$ cat config.mk
export PLATFORM = sky130hd
export DESIGN_NAME = can_rx_id_mask_filter_mailbox
export DESIGN_NICKNAME = d
export VERILOG_FILES = /design/src/canflt_pkg.sv /design/src/canflt_front.sv /design/src/canflt_queue.sv /design/src/canflt_back.sv /design/src/can_rx_id_mask_filter_mailbox.sv
export SDC_FILE = /design/constraint.sdc
export NUM_CORES = 2
export LEC_CHECK = 0
export ABC_AREA = 1
export BUFFER_PORTS_ARGS = -buffer_cell sky130_fd_sc_hd__clkbuf_2
export CAP_MARGIN = 30
export CORE_MARGIN = 2
export CORE_UTILIZATION = 41
export DETAILED_ROUTE_END_ITERATION = 6
export SLEW_MARGIN = 10
export SYNTH_ARGS = -nofsm -noshare
export SYNTH_HDL_FRONTEND = slang
export SYNTH_SLANG_ARGS = --single-unit
$ cat constraint.sdc
create_clock -name clk_i -period 15.1 [get_ports clk_i]
set_input_delay 3.02 -clock clk_i [delete_from_list [all_inputs] [get_ports clk_i]]
set_output_delay 3.02 -clock clk_i [all_outputs]
set_load 0.005 [all_outputs]
$ cat src/canflt_pkg.sv
// Shared types and constants for the CAN receive acceptance filter.
// No dependencies; imported by every module of the block.
`timescale 1ns / 1ps
`default_nettype none

package canflt_pkg;

  // Fixed sizes of the frame and of the bind register file
  localparam int unsigned ENTRY_COUNT = 8;
  localparam int unsigned SLOT_W      = 3;
  localparam int unsigned ID_W        = 11;
  localparam int unsigned DLC_W       = 4;
  localparam int unsigned DATA_W      = 64;
  localparam int unsigned NBYTES      = 8;
  localparam int unsigned CFG_W       = 28;
  localparam logic [ID_W-1:0]  ID_MASK = 11'h7FF;
  localparam logic [DLC_W-1:0] MAX_LEN = 4'd8;

  // Queue between front and back
  localparam int unsigned QDEPTH = 2;
  localparam int unsigned QPTR_W = (QDEPTH > 1) ? $clog2(QDEPTH) : 1;
  localparam int unsigned QCNT_W = $clog2(QDEPTH + 1);

  typedef enum logic {
    OP_RECV = 1'b0,
    OP_READ = 1'b1
  } op_e;

  typedef enum logic {
    KIND_NOTIFY = 1'b0,
    KIND_READ   = 1'b1
  } kind_e;

  // Bind entry register layout, most significant field first
  typedef struct packed {
    logic             notify;
    logic [DLC_W-1:0] copy_len;
    logic [ID_W-1:0]  mask;
    logic [ID_W-1:0]  id;
    logic             valid;
  } bind_t;

  // Classified request handed from front to back
  typedef struct packed {
    op_e                                op;
    logic [ID_W-1:0]                    id;
    logic [DLC_W-1:0]                   dlc;
    logic [DATA_W-1:0]                  data;
    logic [SLOT_W-1:0]                  rslot;
    logic [ENTRY_COUNT-1:0]             match;
    logic [ENTRY_COUNT-1:0]             notify;
    logic [ENTRY_COUNT-1:0][NBYTES-1:0] bmask;
  } item_t;

  // Queue status seen by the back end and the top level
  typedef struct packed {
    logic full;
    logic empty;
  } qstat_t;

  // Clamp a length code to eight bytes
  function automatic logic [DLC_W-1:0] sat_len(input logic [DLC_W-1:0] len);
    return (len > MAX_LEN) ? MAX_LEN : len;
  endfunction

endpackage

`default_nettype wire

$ cat src/canflt_front.sv
// Front end: bind entry registers, request intake and match classification.
// Depends on canflt_pkg.
`timescale 1ns / 1ps
`default_nettype none

module canflt_front #(
  parameter int unsigned NUM_BINDS = 8
) (
  input  wire logic                           clk_i,
  input  wire logic                           rst_ni,
  input  wire logic                           cfg_we_i,
  input  wire logic [canflt_pkg::SLOT_W-1:0]  cfg_idx_i,
  input  wire logic [canflt_pkg::CFG_W-1:0]   cfg_wdata_i,
  input  wire logic                           op_i,
  input  wire logic [canflt_pkg::ID_W-1:0]    frame_id_i,
  input  wire logic [canflt_pkg::DLC_W-1:0]   frame_len_i,
  input  wire logic [canflt_pkg::DATA_W-1:0]  frame_data_i,
  input  wire logic [canflt_pkg::SLOT_W-1:0]  read_slot_i,
  output canflt_pkg::item_t                   item_o
);
  import canflt_pkg::*;

  bind_t            bind_q [NUM_BINDS];
  logic [DLC_W-1:0] dlc;

  // Write bind entries; indexes without an entry drop the write
  always_ff @(posedge clk_i or negedge rst_ni) begin
    if (!rst_ni) begin
      for (int i = 0; i < NUM_BINDS; i++) begin
        bind_q[i] <= '0;
      end
    end else if (cfg_we_i) begin
      for (int i = 0; i < NUM_BINDS; i++) begin
        if (cfg_idx_i == SLOT_W'(i)) begin
          bind_q[i] <= bind_t'(cfg_wdata_i);
        end
      end
    end
  end

  assign dlc = sat_len(frame_len_i);

  // Classify the request against every entry in parallel
  always_comb begin
    logic [DLC_W-1:0] n;
    item_o        = '0;
    item_o.op     = op_e'(op_i);
    item_o.id     = frame_id_i & ID_MASK;
    item_o.dlc    = dlc;
    item_o.data   = frame_data_i;
    item_o.rslot  = read_slot_i;
    for (int i = 0; i < NUM_BINDS; i++) begin
      item_o.match[i]  = bind_q[i].valid &&
                         (((frame_id_i ^ bind_q[i].id) & bind_q[i].mask) == '0);
      item_o.notify[i] = bind_q[i].notify;
      n = (sat_len(bind_q[i].copy_len) < dlc) ? sat_len(bind_q[i].copy_len) : dlc;
      for (int b = 0; b < NBYTES; b++) begin
        item_o.bmask[i][b] = (DLC_W'(b) < n);
      end
    end
  end

endmodule

`default_nettype wire

$ cat src/canflt_queue.sv
// Short request queue that decouples the front end from the back end.
// Depends on canflt_pkg.
`timescale 1ns / 1ps
`default_nettype none

module canflt_queue (
  input  wire logic          clk_i,
  input  wire logic          rst_ni,
  input  wire logic          push_i,
  input  wire canflt_pkg::item_t item_i,
  input  wire logic          pop_i,
  output canflt_pkg::item_t  head_o,
  output canflt_pkg::qstat_t stat_o
);
  import canflt_pkg::*;

  item_t             mem_q [QDEPTH];
  logic [QPTR_W-1:0] wr_q, wr_d, rd_q, rd_d;
  logic [QCNT_W-1:0] cnt_q, cnt_d;
  logic              do_push, do_pop;

  assign stat_o.full  = (cnt_q == QCNT_W'(QDEPTH));
  assign stat_o.empty = (cnt_q == '0);
  assign do_push      = push_i && !stat_o.full;
  assign do_pop       = pop_i && !stat_o.empty;
  assign head_o       = mem_q[rd_q];

  // Advance pointers and fill count
  always_comb begin
    wr_d  = wr_q;
    rd_d  = rd_q;
    cnt_d = cnt_q;
    if (do_push) begin
      wr_d = (wr_q == QPTR_W'(QDEPTH - 1)) ? '0 : wr_q + 1'b1;
    end
    if (do_pop) begin
      rd_d = (rd_q == QPTR_W'(QDEPTH - 1)) ? '0 : rd_q + 1'b1;
    end
    if (do_push && !do_pop) begin
      cnt_d = cnt_q + 1'b1;
    end else if (do_pop && !do_push) begin
      cnt_d = cnt_q - 1'b1;
    end
  end

  always_ff @(posedge clk_i or negedge rst_ni) begin
    if (!rst_ni) begin
      wr_q  <= '0;
      rd_q  <= '0;
      cnt_q <= '0;
    end else begin
      wr_q  <= wr_d;
      rd_q  <= rd_d;
      cnt_q <= cnt_d;
    end
  end

  // Store request payload
  always_ff @(posedge clk_i) begin
    if (do_push) begin
      mem_q[wr_q] <= item_i;
    end
  end

endmodule

`default_nettype wire

$ cat src/canflt_back.sv
// Back end: mailboxes, per-entry match sequencer and result register.
// Depends on canflt_pkg.
`timescale 1ns / 1ps
`default_nettype none

module canflt_back #(
  parameter int unsigned NUM_BINDS = 8
) (
  input  wire logic                           clk_i,
  input  wire logic                           rst_ni,
  input  wire canflt_pkg::item_t              head_i,
  input  wire logic                           q_empty_i,
  output logic                                pop_o,
  output logic                                out_valid_o,
  input  wire logic                           out_stall_i,
  output logic                                kind_o,
  output logic [canflt_pkg::SLOT_W-1:0]       slot_o,
  output logic [canflt_pkg::ID_W-1:0]         out_id_o,
  output logic [canflt_pkg::DLC_W-1:0]        out_len_o,
  output logic [canflt_pkg::DATA_W-1:0]       out_data_o,
  output logic                                last_o
);
  import canflt_pkg::*;

  logic [DATA_W-1:0]      mbox_q [NUM_BINDS];
  item_t                  cur_q;
  logic                   busy_q, busy_d;
  logic [ENTRY_COUNT-1:0] pend_q, pend_d, sel, rest;
  logic [SLOT_W-1:0]      sel_idx;
  logic                   sel_notify, out_free;
  logic                   load_en, step_en, emit_en, done_en;
  logic [DATA_W-1:0]      rd_data;

  logic                   out_valid_q;
  kind_e                  kind_q;
  logic [SLOT_W-1:0]      slot_q;
  logic [ID_W-1:0]        id_q;
  logic [DLC_W-1:0]       len_q;
  logic [DATA_W-1:0]      data_q;
  logic                   last_q;

  // Pick the lowest pending match
  assign sel        = pend_q & (~pend_q + 1'b1);
  assign rest       = pend_q & ~sel;
  assign sel_notify = |(sel & cur_q.notify);
  assign out_free   = !out_valid_q || !out_stall_i;

  always_comb begin
    sel_idx = '0;
    for (int i = ENTRY_COUNT - 1; i >= 0; i--) begin
      if (pend_q[i]) begin
        sel_idx = SLOT_W'(i);
      end
    end
  end

  // Mailbox read port; slots without an entry read as zero
  always_comb begin
    rd_data = '0;
    for (int i = 0; i < NUM_BINDS; i++) begin
      if (cur_q.rslot == SLOT_W'(i)) begin
        rd_data = mbox_q[i];
      end
    end
  end

  // Sequence one request: load, then one matching entry per step (a read: load, then emit)
  always_comb begin
    load_en = !busy_q && !q_empty_i;
    step_en = 1'b0;
    emit_en = 1'b0;
    done_en = 1'b0;
    if (busy_q) begin
      if (cur_q.op == OP_READ) begin
        emit_en = out_free;
        done_en = out_free;
      end else if (pend_q == '0) begin
        done_en = 1'b1;
      end else begin
        step_en = !sel_notify || out_free;
        emit_en = step_en && sel_notify;
      end
    end
    busy_d = busy_q;
    pend_d = pend_q;
    if (load_en) begin
      busy_d = 1'b1;
      pend_d = head_i.match;
    end else begin
      if (done_en) begin
        busy_d = 1'b0;
      end
      if (step_en) begin
        pend_d = rest;
      end
    end
  end

  assign pop_o = load_en;

  always_ff @(posedge clk_i or negedge rst_ni) begin
    if (!rst_ni) begin
      busy_q      <= 1'b0;
      pend_q      <= '0;
      out_valid_q <= 1'b0;
    end else begin
      busy_q <= busy_d;
      pend_q <= pend_d;
      if (emit_en) begin
        out_valid_q <= 1'b1;
      end else if (!out_stall_i) begin
        out_valid_q <= 1'b0;
      end
    end
  end

  // Hold the request being worked on
  always_ff @(posedge clk_i) begin
    if (load_en) begin
      cur_q <= head_i;
    end
  end

  // Merge copied bytes into the selected mailbox
  always_ff @(posedge clk_i or negedge rst_ni) begin
    if (!rst_ni) begin
      for (int i = 0; i < NUM_BINDS; i++) begin
        mbox_q[i] <= '0;
      end
    end else if (step_en) begin
      for (int i = 0; i < NUM_BINDS; i++) begin
        if (sel[i]) begin
          for (int b = 0; b < NBYTES; b++) begin
            if (cur_q.bmask[i][b]) begin
              mbox_q[i][b*8 +: 8] <= cur_q.data[b*8 +: 8];
            end
          end
        end
      end
    end
  end

  // Load the result register
  always_ff @(posedge clk_i) begin
    if (emit_en) begin
      if (cur_q.op == OP_READ) begin
        kind_q <= KIND_READ;
        slot_q <= cur_q.rslot;
        id_q   <= '0;
        len_q  <= '0;
        data_q <= rd_data;
        last_q <= 1'b1;
      end else begin
        kind_q <= KIND_NOTIFY;
        slot_q <= sel_idx;
        id_q   <= cur_q.id;
        len_q  <= cur_q.dlc;
        data_q <= cur_q.data;
        last_q <= ((rest & cur_q.notify) == '0);
      end
    end
  end

  assign out_valid_o = out_valid_q;
  assign kind_o      = kind_q;
  assign slot_o      = slot_q;
  assign out_id_o    = id_q;
  assign out_len_o   = len_q;
  assign out_data_o  = data_q;
  assign last_o      = last_q;

endmodule

`default_nettype wire

$ cat src/can_rx_id_mask_filter_mailbox.sv
// CAN receive acceptance filter with per-entry mailboxes, top level.
// Requests enter every cycle while the two-deep queue has room. The back end loads a request,
// handles one matching entry per step and then closes it (a read: load, then emit), and
// takes the next one only once it is closed; output stalls hold it longer. Reset clears bind
// entries, mailboxes, queue pointers and the result valid flag at once.
`timescale 1ns / 1ps
`default_nettype none

module can_rx_id_mask_filter_mailbox #(
  parameter int unsigned NUM_BINDS = 8
) (
  input  wire logic                           clk_i,
  input  wire logic                           rst_ni,
  input  wire logic                           cfg_we_i,
  input  wire logic [canflt_pkg::SLOT_W-1:0]  cfg_idx_i,
  input  wire logic [canflt_pkg::CFG_W-1:0]   cfg_wdata_i,
  input  wire logic                           in_valid_i,
  output logic                                in_stall_o,
  input  wire logic                           op_i,
  input  wire logic [canflt_pkg::ID_W-1:0]    frame_id_i,
  input  wire logic [canflt_pkg::DLC_W-1:0]   frame_len_i,
  input  wire logic [canflt_pkg::DATA_W-1:0]  frame_data_i,
  input  wire logic [canflt_pkg::SLOT_W-1:0]  read_slot_i,
  output logic                                out_valid_o,
  input  wire logic                           out_stall_i,
  output logic                                kind_o,
  output logic [canflt_pkg::SLOT_W-1:0]       slot_o,
  output logic [canflt_pkg::ID_W-1:0]         out_id_o,
  output logic [canflt_pkg::DLC_W-1:0]        out_len_o,
  output logic [canflt_pkg::DATA_W-1:0]       out_data_o,
  output logic                                last_o
);
  import canflt_pkg::*;

  item_t  front_item, head;
  qstat_t qstat;
  logic   pop;

  canflt_front #(.NUM_BINDS(NUM_BINDS)) u_front (
    .clk_i        (clk_i),
    .rst_ni       (rst_ni),
    .cfg_we_i     (cfg_we_i),
    .cfg_idx_i    (cfg_idx_i),
    .cfg_wdata_i  (cfg_wdata_i),
    .op_i         (op_i),
    .frame_id_i   (frame_id_i),
    .frame_len_i  (frame_len_i),
    .frame_data_i (frame_data_i),
    .read_slot_i  (read_slot_i),
    .item_o       (front_item)
  );

  canflt_queue u_queue (
    .clk_i  (clk_i),
    .rst_ni (rst_ni),
    .push_i (in_valid_i),
    .item_i (front_item),
    .pop_i  (pop),
    .head_o (head),
    .stat_o (qstat)
  );

  canflt_back #(.NUM_BINDS(NUM_BINDS)) u_back (
    .clk_i       (clk_i),
    .rst_ni      (rst_ni),
    .head_i      (head),
    .q_empty_i   (qstat.empty),
    .pop_o       (pop),
    .out_valid_o (out_valid_o),
    .out_stall_i (out_stall_i),
    .kind_o      (kind_o),
    .slot_o      (slot_o),
    .out_id_o    (out_id_o),
    .out_len_o   (out_len_o),
    .out_data_o  (out_data_o),
    .last_o      (last_o)
  );

  // Hold off requests while the queue is full
  assign in_stall_o = qstat.full;

  // Queue cannot be full and empty at once
  a_q_sane: assert property (@(posedge clk_i) disable iff (!rst_ni)
    !(qstat.full && qstat.empty))
    else $error("queue reports full and empty together");

  // A mailbox read is a single, final result with no frame header
  a_read_last: assert property (@(posedge clk_i) disable iff (!rst_ni)
    out_valid_o && (kind_o == KIND_READ) |-> last_o && (out_id_o == '0) && (out_len_o == '0))
    else $error("mailbox read result malformed");

  // Notification lengths are saturated
  a_len_sat: assert property (@(posedge clk_i) disable iff (!rst_ni)
    out_valid_o && (kind_o == KIND_NOTIFY) |-> (out_len_o <= MAX_LEN))
    else $error("notification length above eight");

  // A slot beyond the bound entries never notifies
  a_slot_range: assert property (@(posedge clk_i) disable iff (!rst_ni)
    out_valid_o && (kind_o == KIND_NOTIFY) |-> (32'(slot_o) < NUM_BINDS))
    else $error("notification from unbound slot");

endmodule

`default_nettype wire

Word-level counts from Yosys, hierarchy flattened

Memories as Yosys holds them, arrays and structs flattened.
Index checks and enable logic that the tools add are counted.

Memories kept: 1
Bits in registers: 989
Memory bits (writable): 326
Output and inout port bits: 86

Memories:

| name          | depth | bits a word | rd ports | clocked after Yosys merged registers in | write ports | RTL line           | text |
|---|---|---|---|---|---|---|---|
| u_queue.mem_q | 2     | 163         | 1        | 0                                       | 1           | canflt_queue.sv:17 | `item_t mem_q [QDEPTH];` |

Equality and inequality tests: 16
Multiplexer cells: 57
Magnitude comparators: 81
Reduce and logical (&&, ||, !) cells: 113
Add/subtract/negate cells: 5
Bitwise gates (word level): 22

Operator list:

| kind                                                      | count |
|---|---|
| two-way mux 64 bit                                        | 9 |
| AND reduction 3 bit                                       | 64 |
| less-than comparator 3 x 4 -> 1 bit, first input constant | 32 |
| AND 11 bit                                                | 8 |
| logical NOT 11 bit                                        | 8 |
| bitwise XOR 11 bit                                        | 8 |
| two-way mux 4 bit                                         | 17 |
| less-than comparator 1 x 4 -> 1 bit, first input constant | 16 |
| less-than comparator 2 x 4 -> 1 bit, first input constant | 16 |
| greater-than comparator 4 bit, second input constant      | 9 |
| AND 8 bit                                                 | 4 |
| less-than comparator 4 bit                                | 8 |
| two-way mux 3 bit                                         | 9 |
| == test 3 bit, second input constant                      | 8 |
| two-way mux 1 bit                                         | 18 |
| logical NOT 8 bit                                         | 2 |
| two-way mux 8 bit                                         | 2 |
| inverter 8 bit                                            | 2 |
| AND reduction 2 bit                                       | 8 |
| logical AND 1 bit                                         | 14 |
| == test 3 x 2 -> 1 bit, second input constant             | 4 |
| adder 8 x 1 -> 8 bit, second input constant               | 1 |
| logical NOT 1 bit                                         | 8 |
| OR reduction 8 bit                                        | 1 |
| 11 further kinds                                          | 18 |

Longest topological paths before layout

Word-level depth: 12
Depth in mapped cells: 14
Depth with buffers taken out: 14

Modules after synthesis

From an unflattened synthesis, not the netlist that was laid out.

Cell total of the unflattened synthesis: 6248
Area, all modules: 58334.7 µm²

Modules (own cells, without submodules):

| module       | area each (µm²) | cells each | sequential area each (µm²) | times used |
|---|---|---|---|---|
| canflt_back  | 34384.2         | 3856       | 20239.4                    | 1 |
| canflt_queue | 12181.7         | 883        | 9889.5                     | 1 |
| canflt_front | 11768.8         | 1509       | 5605.4                     | 1 |

Worst setup path after synthesis

OpenSTA, ideal clock, no wires.

Path type: input to register
Start point: in in_valid_i
End point: mem u_queue.mem_q[1][0] in the netlist's numbering (enable)
Setup time: 690 ps
Path buffers: 0
Path slack: 4464 ps
Data required time: 14410 ps
Cell stages on the path: 2
Data arrival time: 9946 ps
Cell sequence: o21ai_0 -> nor2_1

Word-level cells in the longest chain between the ends: 3

Ends and longest elaborated chain:

| element                                 | RTL line                            | text |
|---|---|---|
| from (decl)                             | can_rx_id_mask_filter_mailbox.sv:17 | `input wire logic in_valid_i,` |
| logical AND 1 bit                       | canflt_queue.sv:24                  | `assign do_push = push_i && !stat_o.full;` |
| two-way mux 1 bit                       | canflt_queue.sv:60                  | `if (do_push) begin` |
| two-way mux 1 bit (not written as such) | canflt_queue.sv:61                  | `mem_q[wr_q] <= item_i;` |
| to (decl)                               | canflt_queue.sv:17                  |  |

No other way between the ends.

Final worst setup path

Start point: in out_stall_i
End point: reg u_back.mbox_q[144] in the netlist's numbering

Word-level cells in the longest chain between the ends: 7

Ends and longest elaborated chain:

| element                         | RTL line                            | text |
|---|---|---|
| from (decl)                     | can_rx_id_mask_filter_mailbox.sv:25 | `input wire logic out_stall_i,` |
| logical NOT 1 bit               | canflt_back.sv:46                   | `assign out_free = !out_valid_q \|\| !out_stall_i;` |
| logical OR 1 bit                | canflt_back.sv:46                   |  |
| logical OR 1 bit                | canflt_back.sv:80                   | `step_en = !sel_notify \|\| out_free;` |
| two-way mux 1 bit               | canflt_back.sv:77                   | `end else if (pend_q == '0) begin` |
| two-way mux 1 bit               | canflt_back.sv:74                   | `if (cur_q.op == OP_READ) begin` |
| two-way mux 1 bit               | canflt_back.sv:73                   | `if (busy_q) begin` |
| AND reduction 3 bit (no line)   | -                                   |  |
| to (signal, indexed assignment) | canflt_back.sv:135                  | `mbox_q[i][b*8 +: 8] <= cur_q.data[b*8 +: 8];` |
| to (decl)                       | canflt_back.sv:25                   | `logic [DATA_W-1:0] mbox_q [NUM_BINDS];` |

No other way between the ends.
A chain may end at the register's enable or synchronous reset.

==> impl_metrics.csv <==
group,metric,value,unit
sta,skew,23.4,ps
synthesis,post-synth-top-area-cell,"dfrtp_1",
global_route,grt_pass1_wl,255,mm
sta,period_minus_slack,5960,ps
floorplanning,die-area,142000,um2
detailed_routing,first_iter_violations,5024,
cts,postCtsSetupRepairBufs,0,
critical_path,cp_cell_sequence,"clkbuf_2 > nand2_1 > nor2_4 > nor2_8 > buf_4 > buf_4 > buf_4 > buf_16 > nand4_1 > nand2_1",
synthesis,seq_area_frac_synth,62.9,%
cells_and_area,nNetsFinal,6085,
detailed_routing,viasPerCell,5.47,
detailed_routing,drc,0,
placement,io_buffers,204,
sta,period_share,39.5,%
sta,timing.slew.headroom,25.3,%
critical_path,critPathMaxFanout,93,
sta,final.setup.tns,0,ps
detailed_routing,drt_first_pass_iters,6,
job,drv_cap,0,
placement,dpl_worst_slack,8390,ps
synthesis,synth_nets,6094,
cts,cts_buffer_depth,3,
sta,max_freq,168,MHz
sta,postLayoutSetupSlackWorst,9140,ps
sta,hold_violations,0,
critical_path,r2r_setup_slack,9810,ps
floorplanning,rows,136,
critical_path,required,15810,ps
cts,cts_resized,0,
synthesis,synthTopCellsByArea,"dfrtp_1 33%, edfxtp_1 30%, nand2_1 16%, nand4_1 6.8%, o21ai_0 2.6%",
critical_path,crit_path_top_delay_cell,"buf_4",
power,power.density,217,nW/um2
critical_path,cpPeakStageDelay,840,ps
cts,numClockSinks,1315,
global_route,grt_overflow,0,
hold_path,hold_depth,0,
cells_and_area,utilization,46.7,%
global_route,grt_usage,23.4,%
critical_path,rr_worst_depth,12,
detailed_routing,wirelength,166,mm
critical_path,rr_startpoint,"u_back.cur_q[162]",
global_route,grt_antenna_before_repair,11,
cts,clk_pin_slew,60,ps
sta,worst_hold_slack,471,ps
synthesis,ys_warn_count,0,
cts,cts_root_buf,"clkbuf_16",
hold_path,hold_class,"flip-flop to flip-flop",
sta,setup_violations,0,
floorplanning,core,137000,um2
cells_and_area,layout-drive-gt1-share,10.2,%
cts,cts_tree,"built",
cts,clkLatencyLatePin,780,ps
synthesis,netlist.area_leader.share,33.0,%
critical_path,crit_top_cell,"buf_4",
cells_and_area,area_delta_synth_final,12.9,%
detailed_routing,wl_per_cell,21.2,um
sta,worst_slew_pin_slew,1120,ps
detailed_routing,ant_nets,0,
synthesis,synth_cell_types,39,
critical_path,critPathTopFamily,"buffers and inverters",
critical_path,critical_path_buf_inv_count,5,
critical_path,cp-end-kind,"flip-flop",
placement,gp_congestion,0.864,
hold_path,worst_hold_path.endpoint,"u_queue.mem_q[1][68]",
floorplanning,die-width,376,um
floorplanning,fp.dieH,376,um
sta,rsz0062_at_grt,"no",
global_route,grt_max_degree,165,
critical_path,cp_data_arrival_time,6680,ps
synthesis,synthesis.area,56800,um2
floorplanning,io_pins,205,
synthesis,syn_avg_cell_area,9.55,um2
critical_path,crit_path_start_kind,"input pin",
power,power,13.9,mW
placement,place_hpwl,106,mm
floorplanning,start_util,41.3,%
critical_path,reg2reg_to,"u_back.mbox_q[144]",
cts,numCtsBuffers,146,
synthesis,synth-seq-cells,1315,
power,worst_ir_drop_vdd,0.119,mV
global_route,grt_pass1_vias,41200,
sta,slew_viol_final,0,
detailed_routing,num_vias,43000,
synthesis,syn_inst,5950,
cts,cts_hold_buf,0,
hold_path,min-delay-start,"u_front.item_o[68]",
cts,htree_levels,4,
run_status,status,"finished, final reports clean",
critical_path,path_class,"input pin to flip-flop",
power,leakagePower,30.0,nW
layout by cell type (no fill, tap or decap), types with 112 or more instances in the layout:
cell type  count
a21oi_1      184
clkbuf_16    147
clkbuf_2     203
dfrtp_1      748
edfxtp_1     565
inv_1        189
nand2_1     2414
nand3_1      124
nand4_1      614
nor2_1       112
o21ai_0      299
state kept, by name, summed over array words and instances, names as in the netlist:
signal,count
u_queue.wr_q,1
u_back.busy_q,1
u_queue.mem_q,326
u_front.item_o,8
u_front.bind_q,216
u_back.kind_o,1
u_back.cur_q,155
u_queue.rd_q,1
u_queue.cnt_q,2
u_back.out_id_o,11
u_back.mbox_q,512
u_back.out_data_o,64
u_back.out_valid_o,1
u_back.slot_o,3
u_back.pend_q,8
u_back.out_len_o,4
u_back.last_o,1
stage by stage:
stage          cells  instance area (um2)
6_report        7861                64100
5_1_grt         7858                64100
4_1_cts         7848                63900
3_5_place_dp    7577                59000
3_3_place_gp    7572                58900
2_1_floorplan   5950                56800
metal layers:
| metal | vias up | part of all wire (%) | track usage, % |
|---|---|---|---|
| met5 | - | 0.072 | 0 |
| met4 | 16 | 3.5 | 8.48 |
| met3 | 284 | 6.3 | 4.07 |
| met2 | 1542 | 48 | 38.1 |
| met1 | 21000 | 43 | 31.6 |
| li1 | 20200 | - | - |
synthesized netlist by cell type (all sizes together):
master	instances
o221ai	1
clkbuf	257
o22ai	7
buf	173
nor4	8
dfrtp	750
clkinv	4
nand2	2422
a21oi	185
o311ai	1
o2111ai	1
nor3	5
edfxtp	565
mux2i	1
a21boi	7
nand3	126
ha	25
o21a	10
xor2	26
o21ai	350
inv	202
or2	24
nor2	128
a32o	2
o211ai	2
nand4	664
xnor2	4
cell families after synthesis:
| kind of cell | count (synthesis) | synth area share [%] |
|---|---|---|
| simple gates | 3377 | 26.5 |
| flops | 1315 | 62.9 |
| buf+inv | 636 | 4.48 |
| compound gates | 566 | 5.12 |
| xor+xnor | 30 | 0.463 |
| fa+ha+maj | 25 | 0.551 |
| mux | 1 | 0.0176 |
power by group:
group          switching (mW)  internal, mW
Sequential               1.17          5.26
Clock                    1.50          2.11
Combinational            2.88          1.00
Total                    5.55          8.37
cell type report:
type | count | area [um2]
diodes | 3 | 7.51
fillers | 12900 | 73300
multi-input cells | 3999 | 18600
repair buffers | 273 | 1870
clock buffers | 208 | 4120
inverters | 206 | 783
flip-flops and latches | 1315 | 35700
well taps | 1794 | 2240
clock inverters | 63 | 754
worst max-delay path by stage:
stage | cells after the start | endpoint | from | slack [ps]
after CTS | 10 | u_back.mbox_q[276] | out_stall_i | 9250
after floorplan | 2 | u_queue.mem_q[1][0] | in_valid_i | 4460
after detailed placement | 10 | u_back.mbox_q[157] | out_stall_i | 8390
after global placement | 9 | u_back.mbox_q[158] | out_stall_i | 8200
final | 10 | u_back.mbox_q[144] | out_stall_i | 9140
after global routing | 10 | u_back.mbox_q[469] | out_stall_i | 8880
Power figures use the tool's default switching activity.
